[src/sv/comb_sort_engine_top_defines.svh]
// Assertion macros shared by the comb sort engine RTL.
// Included by the modules that carry concurrent checks; no other dependencies.
`ifndef COMB_SORT_ENGINE_TOP_DEFINES_SVH
`define COMB_SORT_ENGINE_TOP_DEFINES_SVH

// same-cycle implication
`define CSE_ASSERT_NOW(label, clk, rst_n, ante, cons, msg) \
    label: assert property (@(posedge clk) disable iff (!rst_n) (ante) |-> (cons)) \
        else $error(msg);

// next-cycle implication
`define CSE_ASSERT_NEXT(label, clk, rst_n, ante, cons, msg) \
    label: assert property (@(posedge clk) disable iff (!rst_n) (ante) |=> (cons)) \
        else $error(msg);

`endif

[src/sv/cse_pkg.sv]
// Shared types and constants of the comb sort engine.
// Used by cse_ctrl, cse_datapath and comb_sort_engine_top; no dependencies.
package cse_pkg;

    // gap * 10 / 13 computed as (gap * 50420) >> 16, exact for gap up to 64
    localparam logic [15:0] SHRINK_MUL   = 16'd50420;
    localparam int          SHRINK_SHIFT = 16;

    typedef struct packed {
        logic load_wr;    // store incoming word at count
        logic sort_init;  // gap = n, swap flag set
        logic pass_init;  // shrink gap, clear swap flag, index to zero
        logic rd_pair;    // read entries idx and idx + gap
        logic cmp_wr;     // write upper entry into lower slot, mark swap
        logic swap_wr;    // write lower entry into upper slot
        logic idx_inc;    // advance index
        logic out_init;   // index to zero for output burst
        logic out_rd;     // read entry idx for output
        logic out_done;   // burst finished, clear count and index
    } cse_cmd_t;

    typedef struct packed {
        logic close;      // incoming word ends the set
        logic more_pass;  // gap above one or a swap seen
        logic pair_ok;    // idx + gap inside the set
        logic greater;    // lower entry greater than upper entry
        logic out_last;   // idx points at the final entry
    } cse_stat_t;

endpackage

[src/sv/comb_sort_engine_top.sv]
// Comb sort engine: collects a set of signed words, sorts ascending, emits a burst.
// Instantiates cse_ctrl and cse_datapath; depends on cse_pkg.
//
// Input channel s_*: one word per accepted beat; s_tready stays high while loading.
// s_tlast closes the set; a set also closes when MAX_ITEMS words are held.
// s_tready is low from the closing word until the sorted burst has gone out.
// Sorting: comb sort, gap shrinking by 10/13 (minimum 1) each pass, until a
// gap-one pass sees no swap. Each compare reads its pair (S_READ) from the
// two-read-port store, compares (S_CMP) and, if swapped, writes back (S_SWAP);
// each pass adds a gap update and the final out-of-range index check.
// Output channel m_*: one word per sorted element, m_tlast on the final one.
// Each output word is read from the store (S_ORD), then held in the output
// register (S_OUT); a low m_tready holds tdata and tlast until the word is taken.
// Reset clears count, gap, swap flag and sequencer; the store needs no clearing.
module comb_sort_engine_top #(
    parameter int MAX_ITEMS  = 64,
    parameter int DATA_WIDTH = 32
) (
    input  logic                                 clk,
    input  logic                                 rst_n,
    input  logic                                 s_tvalid,
    output logic                                 s_tready,
    input  logic [((DATA_WIDTH + 7) / 8) * 8-1:0] s_tdata,  // value
    input  logic                                 s_tlast,
    output logic                                 m_tvalid,
    input  logic                                 m_tready,
    output logic [((DATA_WIDTH + 7) / 8) * 8-1:0] m_tdata,  // sorted_value
    output logic                                 m_tlast
);
    import cse_pkg::*;

    localparam int TDW = ((DATA_WIDTH + 7) / 8) * 8;

    cse_cmd_t              cmd;
    cse_stat_t             stat;
    logic [DATA_WIDTH-1:0] out_value;

    cse_ctrl u_ctrl (
        .clk      (clk),
        .rst_n    (rst_n),
        .s_tvalid (s_tvalid),
        .s_tready (s_tready),
        .m_tvalid (m_tvalid),
        .m_tready (m_tready),
        .cmd      (cmd),
        .stat     (stat)
    );

    cse_datapath #(
        .MAX_ITEMS  (MAX_ITEMS),
        .DATA_WIDTH (DATA_WIDTH)
    ) u_datapath (
        .clk       (clk),
        .rst_n     (rst_n),
        .cmd       (cmd),
        .stat      (stat),
        .in_value  (s_tdata[DATA_WIDTH-1:0]),
        .in_last   (s_tlast),
        .out_value (out_value)
    );

    assign m_tdata = TDW'(out_value);
    assign m_tlast = stat.out_last;

endmodule

[src/sv/cse_ctrl.sv]
// Sequencer of the comb sort engine: load, sort passes and output burst.
// Depends on cse_pkg for the command and status structs.
module cse_ctrl (
    input  logic              clk,
    input  logic              rst_n,
    input  logic              s_tvalid,
    output logic              s_tready,
    output logic              m_tvalid,
    input  logic              m_tready,
    output cse_pkg::cse_cmd_t cmd,
    input  cse_pkg::cse_stat_t stat
);
    import cse_pkg::*;

    typedef enum logic [6:0] {
        S_LOAD = 7'b0000001,
        S_PASS = 7'b0000010,
        S_READ = 7'b0000100,
        S_CMP  = 7'b0001000,
        S_SWAP = 7'b0010000,
        S_ORD  = 7'b0100000,
        S_OUT  = 7'b1000000
    } state_t;

    state_t state_reg;
    state_t state_next;

    always_ff @(posedge clk or negedge rst_n)
    begin
        if (!rst_n)
        begin
            state_reg <= S_LOAD;
        end
        else
        begin
            state_reg <= state_next;
        end
    end

    always_comb
    begin
        state_next = state_reg;
        cmd        = '0;
        s_tready   = 1'b0;
        m_tvalid   = 1'b0;
        case (state_reg)
            S_LOAD:
            begin
                s_tready = 1'b1;
                if (s_tvalid)
                begin
                    cmd.load_wr = 1'b1;
                    if (stat.close)
                    begin
                        cmd.sort_init = 1'b1;
                        state_next    = S_PASS;
                    end
                end
            end
            S_PASS:
            begin
                if (stat.more_pass)
                begin
                    cmd.pass_init = 1'b1;
                    state_next    = S_READ;
                end
                else
                begin
                    cmd.out_init = 1'b1;
                    state_next   = S_ORD;
                end
            end
            S_READ:
            begin
                if (stat.pair_ok)
                begin
                    cmd.rd_pair = 1'b1;
                    state_next  = S_CMP;
                end
                else
                begin
                    state_next = S_PASS;
                end
            end
            S_CMP:
            begin
                if (stat.greater)
                begin
                    cmd.cmp_wr = 1'b1;
                    state_next = S_SWAP;
                end
                else
                begin
                    cmd.idx_inc = 1'b1;
                    state_next  = S_READ;
                end
            end
            S_SWAP:
            begin
                cmd.swap_wr = 1'b1;
                cmd.idx_inc = 1'b1;
                state_next  = S_READ;
            end
            S_ORD:
            begin
                cmd.out_rd = 1'b1;
                state_next = S_OUT;
            end
            S_OUT:
            begin
                m_tvalid = 1'b1;
                if (m_tready)
                begin
                    if (stat.out_last)
                    begin
                        cmd.out_done = 1'b1;
                        state_next   = S_LOAD;
                    end
                    else
                    begin
                        cmd.idx_inc = 1'b1;
                        state_next  = S_ORD;
                    end
                end
            end
            default:
            begin
                state_next = S_LOAD;
            end
        endcase
    end

endmodule

[src/sv/cse_datapath.sv]
// Element store, index, gap and swap registers of the comb sort engine.
// Depends on cse_pkg and comb_sort_engine_top_defines.svh.
`include "comb_sort_engine_top_defines.svh"

module cse_datapath #(
    parameter int MAX_ITEMS  = 64,
    parameter int DATA_WIDTH = 32
) (
    input  logic                   clk,
    input  logic                   rst_n,
    input  cse_pkg::cse_cmd_t      cmd,
    output cse_pkg::cse_stat_t     stat,
    input  logic [DATA_WIDTH-1:0]  in_value,
    input  logic                   in_last,
    output logic [DATA_WIDTH-1:0]  out_value
);
    import cse_pkg::*;

    localparam int AW = $clog2(MAX_ITEMS);
    localparam int CW = $clog2(MAX_ITEMS + 1);
    localparam int SW = CW + 1;
    localparam int PW = CW + SHRINK_SHIFT;

    logic [DATA_WIDTH-1:0] mem [MAX_ITEMS];
    logic [DATA_WIDTH-1:0] rda_reg;
    logic [DATA_WIDTH-1:0] rdb_reg;

    logic [CW-1:0] count_reg, count_next;
    logic [CW-1:0] gap_reg, gap_next;
    logic          swap_reg, swap_next;
    logic [AW-1:0] idx_reg, idx_next;

    logic [PW-1:0] prod;
    logic [CW-1:0] shrunk;
    logic [CW-1:0] gap_new;
    logic [AW-1:0] addr_b;
    logic          wr_en;
    logic [AW-1:0] wr_addr;
    logic [DATA_WIDTH-1:0] wr_data;

    assign prod    = PW'(gap_reg) * PW'(SHRINK_MUL);
    assign shrunk  = prod[SHRINK_SHIFT +: CW];
    assign gap_new = (shrunk == '0) ? CW'(1) : shrunk;
    assign addr_b  = idx_reg + gap_reg[AW-1:0];

    assign stat.close     = in_last || (count_reg == CW'(MAX_ITEMS - 1));
    assign stat.more_pass = (gap_reg > CW'(1)) || swap_reg;
    assign stat.pair_ok   = (SW'(idx_reg) + SW'(gap_reg)) < SW'(count_reg);
    assign stat.greater   = $signed(rda_reg) > $signed(rdb_reg);
    assign stat.out_last  = (CW'(idx_reg) + CW'(1)) == count_reg;

    assign out_value = rda_reg;

    always_comb
    begin
        wr_en   = 1'b0;
        wr_addr = idx_reg;
        wr_data = rdb_reg;
        if (cmd.load_wr)
        begin
            wr_en   = 1'b1;
            wr_addr = count_reg[AW-1:0];
            wr_data = in_value;
        end
        else if (cmd.cmp_wr)
        begin
            wr_en   = 1'b1;
            wr_addr = idx_reg;
            wr_data = rdb_reg;
        end
        else if (cmd.swap_wr)
        begin
            wr_en   = 1'b1;
            wr_addr = addr_b;
            wr_data = rda_reg;
        end
    end

    always_ff @(posedge clk)
    begin
        if (wr_en)
        begin
            mem[wr_addr] <= wr_data;
        end
        if (cmd.rd_pair || cmd.out_rd)
        begin
            rda_reg <= mem[idx_reg];
            rdb_reg <= mem[addr_b];
        end
    end

    always_comb
    begin
        count_next = count_reg;
        gap_next   = gap_reg;
        swap_next  = swap_reg;
        idx_next   = idx_reg;
        if (cmd.load_wr)
        begin
            count_next = count_reg + CW'(1);
        end
        if (cmd.sort_init)
        begin
            gap_next  = count_reg + CW'(1);
            swap_next = 1'b1;
        end
        if (cmd.pass_init)
        begin
            gap_next  = gap_new;
            swap_next = 1'b0;
            idx_next  = '0;
        end
        if (cmd.cmp_wr)
        begin
            swap_next = 1'b1;
        end
        if (cmd.idx_inc)
        begin
            idx_next = idx_reg + AW'(1);
        end
        if (cmd.out_init)
        begin
            idx_next = '0;
        end
        if (cmd.out_done)
        begin
            count_next = '0;
            idx_next   = '0;
        end
    end

    always_ff @(posedge clk or negedge rst_n)
    begin
        if (!rst_n)
        begin
            count_reg <= '0;
            gap_reg   <= '0;
            swap_reg  <= 1'b0;
            idx_reg   <= '0;
        end
        else
        begin
            count_reg <= count_next;
            gap_reg   <= gap_next;
            swap_reg  <= swap_next;
            idx_reg   <= idx_next;
        end
    end

    `CSE_ASSERT_NEXT(a_swap_follows_cmp, clk, rst_n, cmd.cmp_wr, cmd.swap_wr, "swap write missing after compare write")
    `CSE_ASSERT_NOW(a_count_bound, clk, rst_n, 1'b1, count_reg <= CW'(MAX_ITEMS), "element count beyond store depth")
    `CSE_ASSERT_NEXT(a_gap_nonzero, clk, rst_n, cmd.pass_init, gap_reg != '0, "gap shrank to zero")
    `CSE_ASSERT_NOW(a_pair_in_set, clk, rst_n, cmd.rd_pair, stat.pair_ok, "pair read outside the set")

endmodule

[config.mk]
export PLATFORM = sky130hd
export DESIGN_NAME = comb_sort_engine_top
export DESIGN_NICKNAME = d
export VERILOG_FILES = /design/src/sv/cse_pkg.sv /design/src/sv/comb_sort_engine_top.sv /design/src/sv/cse_ctrl.sv /design/src/sv/cse_datapath.sv
export VERILOG_INCLUDE_DIRS = /design/src /design/src/sv
export SDC_FILE = /design/constraint.sdc
export NUM_CORES = 2
export LEC_CHECK = 0
export BUFFER_PORTS_ARGS = -buffer_cell sky130_fd_sc_hd__buf_4
export CAP_MARGIN = 15
export CORE_ASPECT_RATIO = 0.8
export CORE_MARGIN = 8
export CORE_UTILIZATION = 60
export DETAILED_ROUTE_END_ITERATION = 10
export GPL_TIMING_DRIVEN = 0
export PLACE_DENSITY = 0.78
export SLEW_MARGIN = 20
export SYNTH_ARGS = -nofsm -noshare
export SYNTH_HDL_FRONTEND = slang
export SYNTH_SLANG_ARGS = --single-unit
[constraint.sdc]
create_clock -name clk -period 9.3 [get_ports clk]
set_input_delay 0.93 -clock clk [delete_from_list [all_inputs] [get_ports clk]]
set_output_delay 0.93 -clock clk [all_outputs]
set_load 0.03 [all_outputs]
==> flow_results.xml <==
<?xml version="1.0" encoding="UTF-8"?>
<metrics>
  <group name="clock_network">
    <metric name="cts.reportedPaths.clkPinSlew" unit="ns">0.06</metric>
    <metric name="cts_buffers" unit="">203</metric>
    <metric name="cts_max_level" unit="">4</metric>
    <metric name="clk_latency" unit="ns">0.88</metric>
    <metric name="clock_sink_count" unit="">2140</metric>
    <metric name="cts_tree" unit="">built</metric>
    <metric name="clockRootBuffer" unit="">sky130_fd_sc_hd__clkbuf_16</metric>
    <metric name="cts.path.max_buffers" unit="">3</metric>
    <metric name="post_cts_resize_count" unit="">0</metric>
    <metric name="cts_hold_buffers" unit="">1</metric>
    <metric name="post_cts.repair.setup_buffers" unit="">0</metric>
  </group>
  <group name="route">
    <metric name="detail_route.wl_per_cell" unit="um">48.4</metric>
    <metric name="remaining_drcs" unit="">0</metric>
    <metric name="vias" unit="">64100</metric>
    <metric name="detail-route-antenna-nets" unit="">0</metric>
    <metric name="detail_route.vias_per_cell" unit="">8.28</metric>
    <metric name="first_pass_iters" unit="">10</metric>
    <metric name="routed_wl" unit="um">374000</metric>
    <metric name="dr.first_iter.drc_count" unit="">14400</metric>
  </group>
  <group name="critical_path">
    <metric name="destination_of_the_worst_register_to_register_timing_path" unit="">u_datapath.mem[38][12]$_DFFE_PP_</metric>
    <metric name="crit_path_end_kind" unit="">flop</metric>
    <metric name="timing.setup.critical_path_class" unit="">reg -&gt; reg</metric>
    <metric name="ff2ff_setup_slack" unit="ns">1.60</metric>
    <metric name="worst_reg2reg_path_depth" unit="">13</metric>
    <metric name="worstPathRequired" unit="ns">9.85</metric>
    <metric name="crit-reg2reg-launch" unit="">u_datapath.out_value[31]$_DFFE_PP_</metric>
    <metric name="worstSetupStartpointType" unit="">flop</metric>
    <metric name="critPathMaxFanout" unit="">8</metric>
    <metric name="cp_data_arrival_time" unit="ns">8.25</metric>
  </group>
  <group name="placement">
    <metric name="detailed_place.area" unit="um^2">110000</metric>
    <metric name="place_ws" unit="ns">2.72</metric>
    <metric name="placed_cells_incl_taps" unit="">7348</metric>
    <metric name="dp_hpwl" unit="um">264000</metric>
    <metric name="gp_routability_congestion" unit="">0.996</metric>
    <metric name="port_bufs" unit="">71</metric>
  </group>
  <group name="yosys">
    <metric name="synth_top_cells_by_count" unit="">sky130_fd_sc_hd__edfxtp_1 (2,112), sky130_fd_sc_hd__mux4_2 (1,305), sky130_fd_sc_hd__clkbuf_1 (211)</metric>
    <metric name="yosys.area.top_type_share" unit="%">62.9</metric>
    <metric name="synth_sequential_area_ratio" unit="%">63.6</metric>
    <metric name="async_flop_share" unit="%">1.31</metric>
    <metric name="ys.flop_type" unit="">sky130_fd_sc_hd__edfxtp_1</metric>
    <metric name="avgSynthCellArea" unit="um^2">21.6</metric>
    <metric name="postSynthRegisterBits" unit="">2140</metric>
    <metric name="synth_cells" unit="">4671</metric>
    <metric name="postSynthNetCount" unit="">4829</metric>
    <metric name="most_numerous_cell_in_the_yosys_netlist" unit="">sky130_fd_sc_hd__edfxtp_1</metric>
    <metric name="synth.distinct_cells" unit="">69</metric>
    <metric name="synth_top_cells_by_area" unit="">sky130_fd_sc_hd__edfxtp_1 (63%), sky130_fd_sc_hd__mux4_2 (29%), sky130_fd_sc_hd__ha_1 (1.3%), sky130_fd_sc_hd__clkbuf_1 (0.79%), sky130_fd_sc_hd__dfrtp_1 (0.67%)</metric>
    <metric name="mappedNetlistArea" unit="um^2">101000</metric>
    <metric name="yosys.area.top_type" unit="">sky130_fd_sc_hd__edfxtp_1</metric>
    <metric name="ys.warnings.count" unit="">0</metric>
    <metric name="synth_enable_flop_cells" unit="">2112</metric>
  </group>
  <group name="power">
    <metric name="finalPower" unit="mW">48.5</metric>
    <metric name="sequentialPowerShare" unit="%">25.2</metric>
    <metric name="combinationalPowerShare" unit="%">57.7</metric>
    <metric name="internal_power" unit="mW">27.9</metric>
    <metric name="static-leakage-power" unit="nW">37.2</metric>
    <metric name="power.share.switching" unit="%">42.6</metric>
    <metric name="power_frac_clock" unit="%">17.1</metric>
    <metric name="power.net_switching" unit="mW">20.6</metric>
    <metric name="p_per_area" unit="nW/um^2">415</metric>
    <metric name="worst_ir_drop_vdd" unit="V">0.000418</metric>
  </group>
  <group name="outcome">
    <metric name="result_of_the_run" unit="">finished, final reports clean</metric>
  </group>
  <group name="sta">
    <metric name="final_critical_path_setup_slack" unit="ns">1.60</metric>
    <metric name="slew_violations" unit="">0</metric>
    <metric name="worst_slew_pin_slew" unit="ns">1.41</metric>
    <metric name="grt_setup_unrepaired" unit="">no</metric>
    <metric name="final.hold.worst_slack" unit="ns">0.380</metric>
    <metric name="min_period" unit="ns">7.70</metric>
    <metric name="setup-tns-final" unit="ns">0</metric>
    <metric name="timing.final.hold_violations" unit="">0</metric>
    <metric name="fin_skew" unit="ns">0.0506</metric>
    <metric name="maxClockFrequency" unit="GHz">0.130</metric>
    <metric name="relSlewSlack" unit="%">6.00</metric>
    <metric name="final_period_util" unit="%">82.8</metric>
    <metric name="timing.final.setup_violations" unit="">0</metric>
  </group>
  <group name="die">
    <metric name="initial_utilization" unit="%">60.4</metric>
    <metric name="placement_rows" unit="">134</metric>
    <metric name="floorplan.die.width" unit="um">474</metric>
    <metric name="core_area" unit="um^2">167000</metric>
    <metric name="die_height" unit="um">383</metric>
    <metric name="design.die.area" unit="um^2">181000</metric>
    <metric name="top_level_ports" unit="">72</metric>
  </group>
  <group name="cells_and_area">
    <metric name="finish.utilization" unit="%">70.0</metric>
    <metric name="non_filler_instance_count_after_layout" unit="">7735</metric>
    <metric name="area_delta_synth_final" unit="%">15.8</metric>
    <metric name="max_ffs_per_register" unit="">2048</metric>
    <metric name="design.final.nets" unit="">5471</metric>
    <metric name="finish.instance_area" unit="um^2">117000</metric>
    <metric name="post_route_cells_drive_above_1_share" unit="%">43.5</metric>
  </group>
  <group name="global_routing">
    <metric name="grt_overflow" unit="">0</metric>
    <metric name="first_pass_grt_wire_length" unit="um">501000</metric>
    <metric name="grt_start_max_net_pins" unit="">34</metric>
    <metric name="antenna_found_initial" unit="">6</metric>
    <metric name="track_usage" unit="%">40.9</metric>
    <metric name="grt_pass1_vias" unit="">61600</metric>
  </group>
  <group name="min_path">
    <metric name="min_delay_worst_endpoint" unit="">u_ctrl.state_reg[0]$_DFFE_PN1P_</metric>
    <metric name="hold_path_class" unit="">in -&gt; reg</metric>
    <metric name="min_path_cells" unit="">3</metric>
    <metric name="hold_path.startpoint" unit="">m_tready</metric>
  </group>
  <group name="flow_run">
    <metric name="cap_viol_max_count" unit="">0</metric>
  </group>
</metrics>
[power groups by stage]
stage                     sequential, mW  combinational (mW)  clock (mW)
after floorplan                     12.5                15.8           0
final                               12.2                28.0        8.29
after global routing                12.3                28.1        8.53
after global placement              12.7                25.1           0
after CTS                           12.2                26.8        8.22
after detailed placement            12.4                26.5           0
[placed cells by master (no fill, tap or decap), types with 32 or more instances in the layout]
master	instances
sky130_fd_sc_hd__edfxtp_1	2112
sky130_fd_sc_hd__mux4_2	1305
sky130_fd_sc_hd__buf_4	245
sky130_fd_sc_hd__clkbuf_16	205
sky130_fd_sc_hd__clkbuf_1	175
sky130_fd_sc_hd__buf_2	159
sky130_fd_sc_hd__nand2_1	155
sky130_fd_sc_hd__ha_1	106
sky130_fd_sc_hd__buf_16	96
sky130_fd_sc_hd__clkbuf_2	82
sky130_fd_sc_hd__nor2_1	67
sky130_fd_sc_hd__inv_1	65
sky130_fd_sc_hd__o21ai_0	54
sky130_fd_sc_hd__clkinv_1	47
sky130_fd_sc_hd__clkinv_2	47
sky130_fd_sc_hd__a21oi_1	39
sky130_fd_sc_hd__mux2i_1	34
sky130_fd_sc_hd__mux2_2	33
sky130_fd_sc_hd__a31oi_4	32
[cells by family (layout without fill, tap and decap cells)]
group,Yosys count,after routing,share of synthesized area [%]
muxes,1372,1372,29.9
adders and majority gates,121,121,1.61
other,0,10,0
AOI/OAI and AO/OA,203,203,1.25
and+or+nand+nor,384,384,1.73
buffers and inverters,415,1225,1.61
DFF,2140,2140,63.6
xor gates and xnor gates,36,36,0.340
[worst max-delay path by stage]
stage	cells past startpoint	slack [ns]	end	start
finish	13	1.60	u_datapath.mem[38][12]$_DFFE_PP_	u_datapath.out_value[31]$_DFFE_PP_
global route	13	2.05	u_datapath.mem[38][12]$_DFFE_PP_	u_datapath.out_value[31]$_DFFE_PP_
CTS	13	2.67	u_datapath.mem[38][12]$_DFFE_PP_	u_datapath.out_value[31]$_DFFE_PP_
detailed placement	13	2.72	u_datapath.mem[38][13]$_DFFE_PP_	u_datapath.out_value[31]$_DFFE_PP_
global placement	9	-4.36	u_datapath.mem[39][13]$_DFFE_PP_	u_datapath.out_value[31]$_DFFE_PP_
floorplan	9	3.11	u_datapath.mem[33][0]$_DFFE_PP_	u_datapath.out_value[31]$_DFFE_PP_
[final cells by class]
class	instances	area, um^2
antenna	10	25.0
buffer	345	1550
clock buffer	249	5300
clock inverter	124	1120
fill	9724	50100
inverter	70	263
multi-input combinational	2116	36000
sequential	2140	64100
tap	2244	2810
timing repair buffer	437	5560
[routing by layer]
metal | vias up | routed length, um | GRT usage (%)
li1 | 21900 | - | -
met1 | 32600 | 116000 | 53.1
met2 | 8034 | 150000 | 54.1
met3 | 1554 | 75000 | 21.5
met4 | 8 | 32500 | 26.1
met5 | - | 182 | 0.480
[worst max-delay path, stage by stage, from the launching register on]
cell and delay [ns]:
sky130_fd_sc_hd__edfxtp_1 0.52, sky130_fd_sc_hd__ha_1 0.51, sky130_fd_sc_hd__nand4_1 0.42, sky130_fd_sc_hd__nor4_2 0.99, sky130_fd_sc_hd__nand4_1 0.82, sky130_fd_sc_hd__or3_1 0.85, sky130_fd_sc_hd__o2111a_1 0.31, sky130_fd_sc_hd__nor3_4 0.41
sky130_fd_sc_hd__a21oi_1 0.39, sky130_fd_sc_hd__nor4_2 0.97, sky130_fd_sc_hd__buf_2 0.41, sky130_fd_sc_hd__buf_2 0.27, sky130_fd_sc_hd__buf_2 0.25, sky130_fd_sc_hd__buf_2 0.23
No activity file was read; power rests on OpenSTA's default activity.
